==> src/hw/rtl/shwc_pkg.sv <==
// Shared types and constants for the section header walk cache.
package shwc_pkg;

  localparam int unsigned ENTRIES   = 16;
  localparam int unsigned TAG_BITS  = 36;
  localparam int unsigned SECTION_W = 36;

  localparam logic OP_LOOKUP = 1'b0;
  localparam logic OP_FILL   = 1'b1;

  // priority chain running from entry 0 upwards
  typedef struct packed {
    logic free_seen;
    logic hit_seen;
  } chain_t;

  // selected-entry gather chain (rank travels alongside)
  typedef struct packed {
    logic any;
    logic valid;
    logic pg_small;
    logic pg_large;
  } gath_t;

  // update broadcast to every cell
  typedef struct packed {
    logic en;
    logic fill;
    logic pg_small;
    logic pg_large;
    logic any_hit;
    logic any_free;
    logic sel_any;
    logic sel_valid;
  } ctl_t;

endpackage

==> src/hw/rtl/shwc_cell.sv <==
// One cache entry: tag, flags, valid bit and recency rank, with chain links.
module shwc_cell #(
  parameter int unsigned ENTRIES  = shwc_pkg::ENTRIES,
  parameter int unsigned TAG_BITS = shwc_pkg::TAG_BITS,
  localparam int unsigned RankW   = $clog2(ENTRIES)
) (
  input  logic                  clk_i,
  input  logic                  rst_ni,
  input  logic                  cmp_en_i,
  input  logic [TAG_BITS-1:0]   cmp_tag_i,
  input  logic [TAG_BITS-1:0]   wr_tag_i,
  input  shwc_pkg::ctl_t        ctl_i,
  input  logic [RankW-1:0]      sel_rank_i,
  input  shwc_pkg::chain_t      chain_i,
  output shwc_pkg::chain_t      chain_o,
  input  shwc_pkg::gath_t       gath_i,
  output shwc_pkg::gath_t       gath_o,
  input  logic [RankW-1:0]      rank_i,
  output logic [RankW-1:0]      rank_o
);

  logic                valid_q;
  logic [RankW-1:0]    rank_q;
  logic                match_q;
  logic [TAG_BITS-1:0] tag_q;
  logic                small_q;
  logic                large_q;
  logic                free;
  logic                lru;
  logic                sel;
  logic                age;

  assign free = !valid_q;
  assign lru  = valid_q && (rank_q == RankW'(ENTRIES - 1));

  assign sel = ctl_i.any_hit ? match_q
             : (ctl_i.fill && (ctl_i.any_free ? (free && !chain_i.free_seen) : lru));

  assign age = valid_q && ctl_i.sel_any &&
               (!ctl_i.sel_valid || (rank_q < sel_rank_i));

  assign chain_o.free_seen = chain_i.free_seen | free;
  assign chain_o.hit_seen  = chain_i.hit_seen | match_q;

  assign gath_o.any      = gath_i.any | sel;
  assign gath_o.valid    = gath_i.valid | (sel & valid_q);
  assign gath_o.pg_small = gath_i.pg_small | (sel & small_q);
  assign gath_o.pg_large = gath_i.pg_large | (sel & large_q);
  assign rank_o          = rank_i | (sel ? rank_q : '0);

  always_ff @(posedge clk_i or negedge rst_ni) begin
    if (!rst_ni) begin
      valid_q <= 1'b0;
      rank_q  <= '0;
      match_q <= 1'b0;
    end else begin
      if (cmp_en_i) begin
        match_q <= valid_q && (tag_q == cmp_tag_i);
      end
      if (ctl_i.en) begin
        if (sel) begin
          valid_q <= 1'b1;
          rank_q  <= '0;
        end else if (age) begin
          rank_q  <= rank_q + RankW'(1);
        end
      end
    end
  end

  always_ff @(posedge clk_i) begin
    if (ctl_i.en && sel && ctl_i.fill) begin
      tag_q   <= wr_tag_i;
      small_q <= ctl_i.pg_small;
      large_q <= ctl_i.pg_large;
    end
  end

endmodule

==> src/hw/rtl/section_header_walk_cache_top.sv <==
// Section header walk cache: top level with control and the row of entry cells.
//
// Input channel (in_valid_i/in_ready_o) carries one word: op, section tag and,
// for a fill, the small and large page flags. Output channel
// (out_valid_o/out_ready_i) returns one word per input: found and, for a
// lookup hit, the stored flags.
// An accepted word is compared against every entry at the accepting edge; the
// update state then resolves hit, free slot or LRU victim along the cell row,
// updates tags, flags and ranks, and loads the output register. No new word is
// taken while the update state is busy with the last one (in_ready_o low).
// The output register decouples the sides: a new word is accepted while a
// result waits. If the receiver stalls with a result still held, the update
// cycle waits until the output register frees up.
// Reset empties the cache (all entries invalid) and drops any pending result.
module section_header_walk_cache_top #(
  parameter int unsigned ENTRIES  = shwc_pkg::ENTRIES,
  parameter int unsigned TAG_BITS = shwc_pkg::TAG_BITS
) (
  input  logic                           clk_i,
  input  logic                           rst_ni,
  input  logic                           in_valid_i,
  output logic                           in_ready_o,
  input  logic                           op_i,
  input  logic [shwc_pkg::SECTION_W-1:0] section_i,
  input  logic                           small_pages_i,
  input  logic                           large_pages_i,
  output logic                           out_valid_o,
  input  logic                           out_ready_i,
  output logic                           found_o,
  output logic                           found_small_o,
  output logic                           found_large_o
);

  localparam int unsigned RankW = $clog2(ENTRIES);
  localparam int unsigned ExtW  = shwc_pkg::SECTION_W + TAG_BITS;

  typedef enum logic {
    ST_IDLE,
    ST_UPD
  } state_e;

  state_e              state_q;
  logic                op_q;
  logic                small_q;
  logic                large_q;
  logic [TAG_BITS-1:0] tag_q;
  logic                out_valid_q;
  logic                found_q;
  logic                found_small_q;
  logic                found_large_q;

  logic [ExtW-1:0]     section_ext;
  logic [TAG_BITS-1:0] in_tag;
  logic                accept;
  logic                fire;
  logic                is_fill;

  shwc_pkg::chain_t    chain [ENTRIES+1];
  shwc_pkg::gath_t     gath  [ENTRIES+1];
  logic [RankW-1:0]    rank  [ENTRIES+1];
  shwc_pkg::ctl_t      ctl;

  assign section_ext = {{TAG_BITS{1'b0}}, section_i};
  assign in_tag      = section_ext[TAG_BITS-1:0];
  assign in_ready_o  = (state_q == ST_IDLE);
  assign accept      = in_valid_i && in_ready_o;
  assign fire        = (state_q == ST_UPD) && (!out_valid_q || out_ready_i);
  assign is_fill     = (op_q == shwc_pkg::OP_FILL);

  assign chain[0] = '0;
  assign gath[0]  = '0;
  assign rank[0]  = '0;

  assign ctl.en        = fire;
  assign ctl.fill      = is_fill;
  assign ctl.pg_small  = small_q;
  assign ctl.pg_large  = large_q;
  assign ctl.any_hit   = chain[ENTRIES].hit_seen;
  assign ctl.any_free  = chain[ENTRIES].free_seen;
  assign ctl.sel_any   = gath[ENTRIES].any;
  assign ctl.sel_valid = gath[ENTRIES].valid;

  for (genvar g = 0; g < ENTRIES; g++) begin : g_cell
    shwc_cell #(
      .ENTRIES  (ENTRIES),
      .TAG_BITS (TAG_BITS)
    ) u_cell (
      .clk_i      (clk_i),
      .rst_ni     (rst_ni),
      .cmp_en_i   (accept),
      .cmp_tag_i  (in_tag),
      .wr_tag_i   (tag_q),
      .ctl_i      (ctl),
      .sel_rank_i (rank[ENTRIES]),
      .chain_i    (chain[g]),
      .chain_o    (chain[g+1]),
      .gath_i     (gath[g]),
      .gath_o     (gath[g+1]),
      .rank_i     (rank[g]),
      .rank_o     (rank[g+1])
    );
  end

  always_ff @(posedge clk_i or negedge rst_ni) begin
    if (!rst_ni) begin
      state_q       <= ST_IDLE;
      out_valid_q   <= 1'b0;
      found_q       <= 1'b0;
      found_small_q <= 1'b0;
      found_large_q <= 1'b0;
    end else begin
      case (state_q)
        ST_IDLE: begin
          if (out_ready_i) begin
            out_valid_q <= 1'b0;
          end
          if (accept) begin
            state_q <= ST_UPD;
          end
        end
        ST_UPD: begin
          if (fire) begin
            out_valid_q   <= 1'b1;
            found_q       <= ctl.any_hit;
            found_small_q <= !is_fill && ctl.any_hit && gath[ENTRIES].pg_small;
            found_large_q <= !is_fill && ctl.any_hit && gath[ENTRIES].pg_large;
            state_q       <= ST_IDLE;
          end
        end
        default: begin
          state_q <= ST_IDLE;
        end
      endcase
    end
  end

  always_ff @(posedge clk_i) begin
    if (accept) begin
      op_q    <= op_i;
      tag_q   <= in_tag;
      small_q <= small_pages_i;
      large_q <= large_pages_i;
    end
  end

  assign out_valid_o   = out_valid_q;
  assign found_o       = found_q;
  assign found_small_o = found_small_q;
  assign found_large_o = found_large_q;

endmodule

==> config.mk <==
export PLATFORM = sky130hd
export DESIGN_NAME = section_header_walk_cache_top
export DESIGN_NICKNAME = d
export VERILOG_FILES = /design/src/hw/rtl/shwc_pkg.sv /design/src/hw/rtl/shwc_cell.sv /design/src/hw/rtl/section_header_walk_cache_top.sv
export SDC_FILE = /design/constraint.sdc
export NUM_CORES = 1
export LEC_CHECK = 0
export ABC_AREA = 1
export BUFFER_PORTS_ARGS = -buffer_cell sky130_fd_sc_hd__buf_4
export CAP_MARGIN = 20
export CORE_ASPECT_RATIO = 1.5
export CORE_MARGIN = 10
export CORE_UTILIZATION = 50
export CTS_BUF_LIST = sky130_fd_sc_hd__clkbuf_2
export CTS_CLUSTER_DIAMETER = 50
export DETAILED_ROUTE_END_ITERATION = 10
export HOLD_SLACK_MARGIN = 0.05
export PLACE_DENSITY_LB_ADDON = 0.3
export SLEW_MARGIN = 20
export SYNTH_ARGS = -nofsm -noshare
export SYNTH_HDL_FRONTEND = slang
export SYNTH_SLANG_ARGS = --single-unit
==> constraint.sdc <==
create_clock -name clk_i -period 7.4 [get_ports clk_i]
set_clock_uncertainty 0.1 [all_clocks]
set_input_delay 0.74 -clock clk_i [delete_from_list [all_inputs] [get_ports clk_i]]
set_output_delay 0.74 -clock clk_i [all_outputs]
set_load 0.02 [all_outputs]
==> metrics.log, run 1 <==
INFO  metric net-switching-power = between 0.002 and 0.0025 W
INFO  metric die-area = 80670 um^2
INFO  metric postSynthCellCount = 2844
INFO  metric synth_top_family_by_area = simple AND/OR/NAND/NOR gates
INFO  metric row_count = 118
INFO  metric num-fill-cells = ~5700
INFO  metric hold_start = section_i[17]
INFO  metric synthesis.area_per_instance = 12.22 um^2
INFO  metric drv_slew = 0
INFO  metric core_region_area = a little under 70000 um^2
INFO  metric fraction_of_the_cycle_the_final_worst_path_needs = 70.56%
INFO  metric worst-r2r-setup-slack = approximately 2200 ps
INFO  metric power.static_leakage = around 15 nW
INFO  metric hold_violations = 0
INFO  metric synth_fa_ha_area_share = between 1.5 and 2%
INFO  metric fraction_of_synthesized_cell_area_taken_by_the_top_area_cell_type = a little under three fifths
INFO  metric vias_per_cell = roughly 5.6
INFO  metric synth-async-reset-ratio = between 10% and 20%
INFO  metric portBuffers = 47
INFO  metric holdWs = about 180 ps
INFO  metric via_count = roughly 23000
INFO  metric achievable-frequency = 191.5 MHz
INFO  metric placed_area = 36090 um^2
INFO  metric place.gp.congestion = slightly above 1
INFO  metric numClockSinks = between 700 and 800
INFO  metric synth_top_cells_by_area = edfxtp_1, dfrtp_1, xnor2_1, xor2_1, nand2_1
INFO  metric ant_nets = 0
INFO  metric seq_power_share = about three fifths
INFO  metric simple_gate_share_of_the_synthesized_area = about 17%
INFO  metric crit_type = reg -> reg
INFO  metric finalCriticalPeriod = approximately 5200 ps
INFO  metric final_layout_size_suffix_gt1_share = between 10% and 20%
INFO  metric hold-path-cell-count = 2
INFO  metric nets = 3136
INFO  metric critPathLaunchType = flop
INFO  metric tritoncts.num_buffers = 173
INFO  metric warnings_from_yosys = 0
INFO  metric dominantRegCellSynth = edfxtp_1
INFO  metric synthXorXnorAreaFrac = around 13%
INFO  metric tightest_slew = 1040 ps
INFO  metric tns = 0 ps
INFO  metric floorplan.die.width = around 240 um
INFO  metric routed_wire_length_per_instance = between 20 and 25 um
INFO  metric ys_seq_area_share = 63.18%
INFO  metric via_count_of_the_first_global_routing_pass = approximately 24000
INFO  metric critPathRequiredTime = ~8600 ps
INFO  metric global_route.overflow_total = 0
INFO  metric worstSetupEndpointType = flop
INFO  metric clock_tree.root_cell = clkbuf_2
INFO  metric clockBufferDepth = 3
INFO  metric route.final.wire_length = roughly 98 mm
INFO  metric comb_power_share = under 10%
INFO  metric drt_pre_antenna_iters = 9
INFO  metric clock_insertion_delay_worst_skew = about 1400 ps
INFO  metric rr_startpoint = g_cell[2].u_cell.match_q
INFO  metric synthTopCellsByCount = edfxtp_1, nand2_1, xnor2_1
INFO  metric synth_enable_flop_cells = ~650
INFO  metric synth_compound_area_share = 1.602%
INFO  metric grt_setup_unrepaired = false
INFO  metric crit_fanout = 16
INFO  metric clock_power_share = 32.1%
INFO  metric grt_first_pass_wirelength = approximately 140 mm
INFO  metric critical_path_at = about 6400 ps
INFO  metric post_synth_mux_area_share = 0%
INFO  metric holdCritPathClass = in -> reg
INFO  metric timing.rr.end = g_cell[7].u_cell.rank_q[2]
INFO  metric power.density = 213.6 nW/um^2
INFO  metric hpwl = around 65 mm
INFO  metric design_area = between 30000 and 40000 um^2
INFO  metric remaining_drc_errors = 0
INFO  metric startpoint_of_the_worst_setup_timing_path = g_cell[2].u_cell.match_q
INFO  metric synthToLayoutAreaGrowth = 10.00%
INFO  metric tritoncts = done
INFO  metric drt_first_iter_violations = 1989
INFO  metric ff2ff_path_depth = 21
INFO  metric max_slew_margin = 28.89%
INFO  metric clk_pin_slew_worst_paths = ~110 ps
INFO  metric ioPinCount = 48
INFO  metric grt_start_max_net_pins = about 70
INFO  metric antenna_violations_before_repair = 2
INFO  metric cts_resized = 0
INFO  metric worst_path_max_delay_cell = nor3_4
INFO  metric finalSetupViolCount = 0
INFO  metric worst_path_cell_trace = inv_1, nand3_1, nor3_1, nand3_1, nor2_1, nand2_1, inv_1, nand4_1, nand2_1, a22oi_1, nand4_1, nor3_4, ha_1, nand2_1, nand2_1, nand2_1, nand2_1, nand2_1, nand2_1, nand3_1, nand2_1
INFO  metric max_stage_delay = just over 900 ps
INFO  metric hold-path-endpoint = tag_q[17]
INFO  metric cap_viol_max_count = 0
INFO  metric seqCellArea = between 20000 and 25000 um^2
INFO  metric yosys.cell_count.top_type = edfxtp_1
INFO  metric multiInputGateArea = about 12000 um^2
INFO  metric intPower = between 0.005 and 0.006 W
INFO  metric cts_htree_levels = 4
INFO  metric synthesis.nets = between 2000 and 3000
INFO  metric grt_usage = between 20% and 30%
INFO  metric run_status = complete, no violations
INFO  metric post_synth_instance_area = around 35000 um^2
INFO  metric design_power_total = ~0.0082 W
INFO  metric floorplan.die.height = approximately 340 um
INFO  metric power.share.switching = about 27%
INFO  metric synth_cell_type_count = 51
INFO  metric ys_seq_elements = ~750
INFO  metric crit_top_cell = nand2_1
INFO  metric peakVddDrop = around 0.00016 V
INFO  metric initial_cell_density_of_the_core = around half
INFO  metric yosys.area.top_type = edfxtp_1
power groups by stage:
stage                     Sequential, W  Combinational (W)  Clock, W
after CTS                       0.00490           0.000647   0.00270
final                           0.00490           0.000648   0.00262
after floorplan                 0.00489           0.000445         0
after global routing            0.00492           0.000725   0.00289
after global placement          0.00498           0.000593         0
after detailed placement        0.00499           0.000619         0
per-stage QoR:
stage | utilization, % | std cells | setup WS, ps
finish | 55.44 | 4079 | 2179
global route | 55.44 | 4079 | 1816
CTS | 55.39 | 4074 | 2281
detailed placement | 52.34 | 3714 | 2333
global placement | 52.33 | 3714 | 2521
floorplan | - | 2844 | 1834
layout make-up:
type / count / area share, %
diodes: 4 / 0.02618
clock buffers: 256 / 3.352
clock inverters: 49 / 0.6873
inverters: 179 / 1.758
multi-input cells: 1814 / 30.83
flip-flops and latches: 748 / 57.43
well taps: 900 / 2.946
repair buffers: 129 / 2.972
cell usage in the layout, fill, tap and decap left out, types with 7 or more instances in the layout:
cell and instances:
buf_4 73, clkbuf_2 256, clkinv_1 38, clkinv_2 7, dfrtp_1 101, dlygate4sd3_1 54, edfxtp_1 647, ha_1 48
inv_1 163, inv_2 14, nand2_1 441, nand2_2 21, nand2_4 28, nand3_1 179, nand3_2 30, nand4_1 166
nor2_1 115, nor2_2 14, nor2_4 20, nor3_1 25, nor4_1 53, o2111ai_1 7, o21ai_0 8, o21bai_1 15
o22ai_1 8, or2_2 78, xnor2_1 288, xor2_1 217
cells by family (layout without fill, tap and decap cells):
kind of cell	Yosys count	count (layout)
compound gates	73	73
xor+xnor	505	505
fa+ha+maj	48	48
buf+inv	282	613
flops	748	748
other cells	0	4
simple gates	1188	1188
registers in the layout (all words and copies together), names as in the netlist, 16 cells and up:
signal	count
g_cell.u_cell.large_q	16
g_cell.u_cell.match_q	16
g_cell.u_cell.rank_q	64
g_cell.u_cell.small_q	16
g_cell.u_cell.tag_q	576
g_cell.u_cell.valid_q	16
tag_q	36
worst max-delay path: cells and delay by family, from the launching register on:
family	cells	cell delay, ps
AO/OA/AOI/OAI	1	790
adder cells (fa/ha/maj)	1	390
buffers and inverters	2	390
flip-flops	1	350
AND/OR/NAND/NOR	17	3080
metal layers:
| metal | vias to the layer above | global-route usage [%] | wire length (um) |
|---|---|---|---|
| met4 | 0 | 16.67 | 6758 |
| met1 | 11240 | 24.94 | 34190 |
| met5 | - | 0 | 0 |
| li1 | 10410 | - | - |
| met3 | 299 | 4.627 | 5529 |
| met2 | 923 | 43.34 | 51370 |
how the worst max path moves through the flow:
stage | end | cells past startpoint
finish | g_cell[7].u_cell.rank_q[2] | 21
global route | g_cell[14].u_cell.rank_q[1] | 25
CTS | g_cell[7].u_cell.rank_q[2] | 25
detailed placement | g_cell[7].u_cell.rank_q[2] | 25
global placement | g_cell[9].u_cell.rank_q[0] | 25
floorplan | g_cell[7].u_cell.rank_q[0] | 25
what timing repair did:
item,in CTS,in global routing
endpoints found under the hold margin,162,0
endpoints found under the setup margin,0,0
setup buffers,0,0
hold buffers,55,0
(Power assumes the default switching activity.)
==> run 2: changes to the inputs <==
clock period = 4.85 ns   (was 7.4 ns; I/O delays follow)
==> run 2 against run 1 <==
Largest power group unchanged. Sequential share of layout area down 1.6 points. Setup slack worse by 1800 ps. Largest cell class unchanged. Worst hold slack better by 27 ps. Clock-buffer cell count down 10. First-iteration DRC count down 4.6%.
==> metrics.log, run 2 (synthesis results as in run 1) <==
INFO  metric postLayoutSetupSlackWorst = 357.4 ps
INFO  metric cap_viol_max_count = 0
INFO  metric endpoint = g_cell[6].u_cell.rank_q[1]
INFO  metric grt_start_max_net_pins = 64
INFO  metric fraction_of_the_cycle_the_final_worst_path_needs = between 90% and 100%
INFO  metric die-area = roughly 81000 um^2
INFO  metric worst_path_max_delay_cell = dfrtp_1
INFO  metric max_slew_margin = between 20% and 30%
INFO  metric run_status = complete, no violations
INFO  metric power.density = 313.8 nW/um^2
INFO  metric global_route.overflow_total = 0
INFO  metric clock_tree.root_cell = clkbuf_2
INFO  metric rr_startpoint = g_cell[2].u_cell.match_q
INFO  metric floorplan.die.height = approximately 340 um
INFO  metric holdCritPathClass = in -> reg
INFO  metric critPathRequiredTime = between 6000 and 7000 ps
INFO  metric critPathLaunchType = flop
INFO  metric core_region_area = 68950 um^2
INFO  metric hold_violations = 0
INFO  metric ant_nets = 0
INFO  metric power.share.switching = between 20% and 30%
INFO  metric via_count_of_the_first_global_routing_pass = 24080
INFO  metric hpwl = 67.17 mm
INFO  metric seq_power_share = around three fifths
INFO  metric design_power_total = ~0.012 W
INFO  metric crit_fanout = 13
INFO  metric portBuffers = 47
INFO  metric numClockSinks = between 700 and 800
INFO  metric grt_setup_unrepaired = false
INFO  metric power.static_leakage = approximately 15 nW
INFO  metric critical_path_at = roughly 5800 ps
INFO  metric intPower = ~0.0089 W
INFO  metric final_layout_size_suffix_gt1_share = a little under a fifth
INFO  metric worst_path_cell_trace = inv_1, nand3_1, nor3_1, nand3_1, nor2_1, nand2_1, clkinvlp_4, nand4_1, nand2_1, a21oi_1, buf_4, nand3_1, a2111oi_4, buf_4, buf_12, ha_1, inv_1, o21bai_1, inv_1, nand2_1, nand2_1, nand2_1, nand3_1, nand2_1
INFO  metric grt_usage = about a quarter
INFO  metric dp_worst_setup_slack = roughly 76 ps
INFO  metric via_count = around 23000
INFO  metric nets = ~3200
INFO  metric crit_type = reg -> reg
INFO  metric clock_power_share = between 30% and 40%
INFO  metric remaining_drc_errors = 0
INFO  metric worst-r2r-setup-slack = 360 ps
INFO  metric timing.rr.end = g_cell[6].u_cell.rank_q[1]
INFO  metric clk_pin_slew_worst_paths = 120 ps
INFO  metric grt_first_pass_wirelength = ~150 mm
INFO  metric ff2ff_path_depth = 24
INFO  metric tightest_slew = between 1000 and 1500 ps
INFO  metric tritoncts.num_buffers = 170
INFO  metric tns = 0 ps
INFO  metric clockBufferDepth = 3
INFO  metric drv_slew = 0
INFO  metric floorplan.die.width = approximately 240 um
INFO  metric crit_top_cell = nand2_1
INFO  metric initial_cell_density_of_the_core = between 50% and 60%
INFO  metric mostFrequentLayoutCells = edfxtp_1, nand2_1, xnor2_1
INFO  metric finalSetupViolCount = 0
INFO  metric worstSetupEndpointType = flop
INFO  metric layout_commonest_cell = edfxtp_1
INFO  metric register_with_the_most_flip_flops = g_cell.u_cell.tag_q
INFO  metric drt_pre_antenna_iters = 6
INFO  metric clock_insertion_delay_worst_skew = 1430 ps
INFO  metric peakVddDrop = 0.0002464 V
INFO  metric drt_first_iter_violations = between 1500 and 2000
INFO  metric cts_htree_levels = 4
INFO  metric vias_per_cell = 5.607
INFO  metric comb_power_share = 8.2%
INFO  metric startpoint_of_the_worst_setup_timing_path = g_cell[2].u_cell.match_q
INFO  metric largest_reg_flops = around 580
INFO  metric antenna_violations_before_repair = 1
INFO  metric place.gp.congestion = between 0.9 and 1
INFO  metric ioPinCount = 48
INFO  metric net-switching-power = 0.003405 W
INFO  metric finalCriticalPeriod = approximately 4500 ps
INFO  metric achievable-frequency = around 220 MHz
INFO  metric tritoncts = done
INFO  metric max_stage_delay = around 400 ps
INFO  metric routed_wire_length_per_instance = around 24 um
INFO  metric route.final.wire_length = 100.5 mm
INFO  metric synthToLayoutAreaGrowth = 13.07%
INFO  metric biggestRegsByFlops = g_cell.u_cell.tag_q (576), g_cell.u_cell.rank_q (64), tag_q (36)
INFO  metric row_count = about 120
run 2: layout make-up:
type	count	area (um^2)
Multi-Input combinational cell	1814	11800
Clock buffer	246	1231
Sequential cell	748	21960
Fill cell	5609	29650
Tap cell	900	1126
Clock inverter	55	236.5
Inverter	179	675.6
Timing Repair Buffer	240	2272
Antenna cell	1	2.502
run 2: critical path: cells and delay by family, from the launching register on:
kind	cells	cell delay, ps
simple gates	13	2230
fa+ha+maj	1	290
buf+inv	7	1080
flops	1	400
compound gates	3	350
run 2: power groups by stage:
stage	sequential, W	clock [W]	combinational [W]
after CTS	0.00746	0.00396	0.00101
after detailed placement	0.00760	0	0.000942
final	0.00746	0.00386	0.00101
after floorplan	0.00747	0	0.000678
after global routing	0.00749	0.00427	0.00113
after global placement	0.00760	0	0.000898
run 2: how the worst min path moves through the flow:
stage                               endpoint  cells past startpoint  slack (ps)           from
floorplan                      found_large_o                      0          90         rst_ni
global placement               found_large_o                      2         380  found_large_o
detailed placement             found_large_o                      2         370  found_large_o
CTS                 g_cell[6].u_cell.match_q                      6          60  section_i[34]
global route        g_cell[2].u_cell.match_q                      5         130  section_i[18]
finish              g_cell[2].u_cell.match_q                      5         210  section_i[13]
run 2: metrics by stage:
stage	hold WS, ps	area [um^2]	utilization [%]	instances
6_report	209.7	39300	56.99	4183
5_1_grt	125.6	39300	56.99	4183
4_1_cts	56.25	39270	56.95	4181
3_5_place_dp	371.4	36860	53.46	3787
3_3_place_gp	375.9	36840	53.44	3787
2_1_floorplan	89.41	34760	-	2844
run 2: what timing repair did:
item                                    4_1_cts  5_1_grt
endpoints found under the hold margin       161        0
setup buffers                                 2        1
pin swaps                                     1        1
hold buffers                                 91        0
gates resized for setup                       0        1
endpoints found under the setup margin        4       63
run 2: per-layer routing:
layer	vias up	share of wire, %	GRT usage [%]	routed length [um]
met2	951	53	44.66	52850
met1	11540	34	25.84	34510
met5	-	0	0	0
li1	10650	-	-	-
met3	313	5.8	4.274	5841
met4	0	7.3	17.41	7287
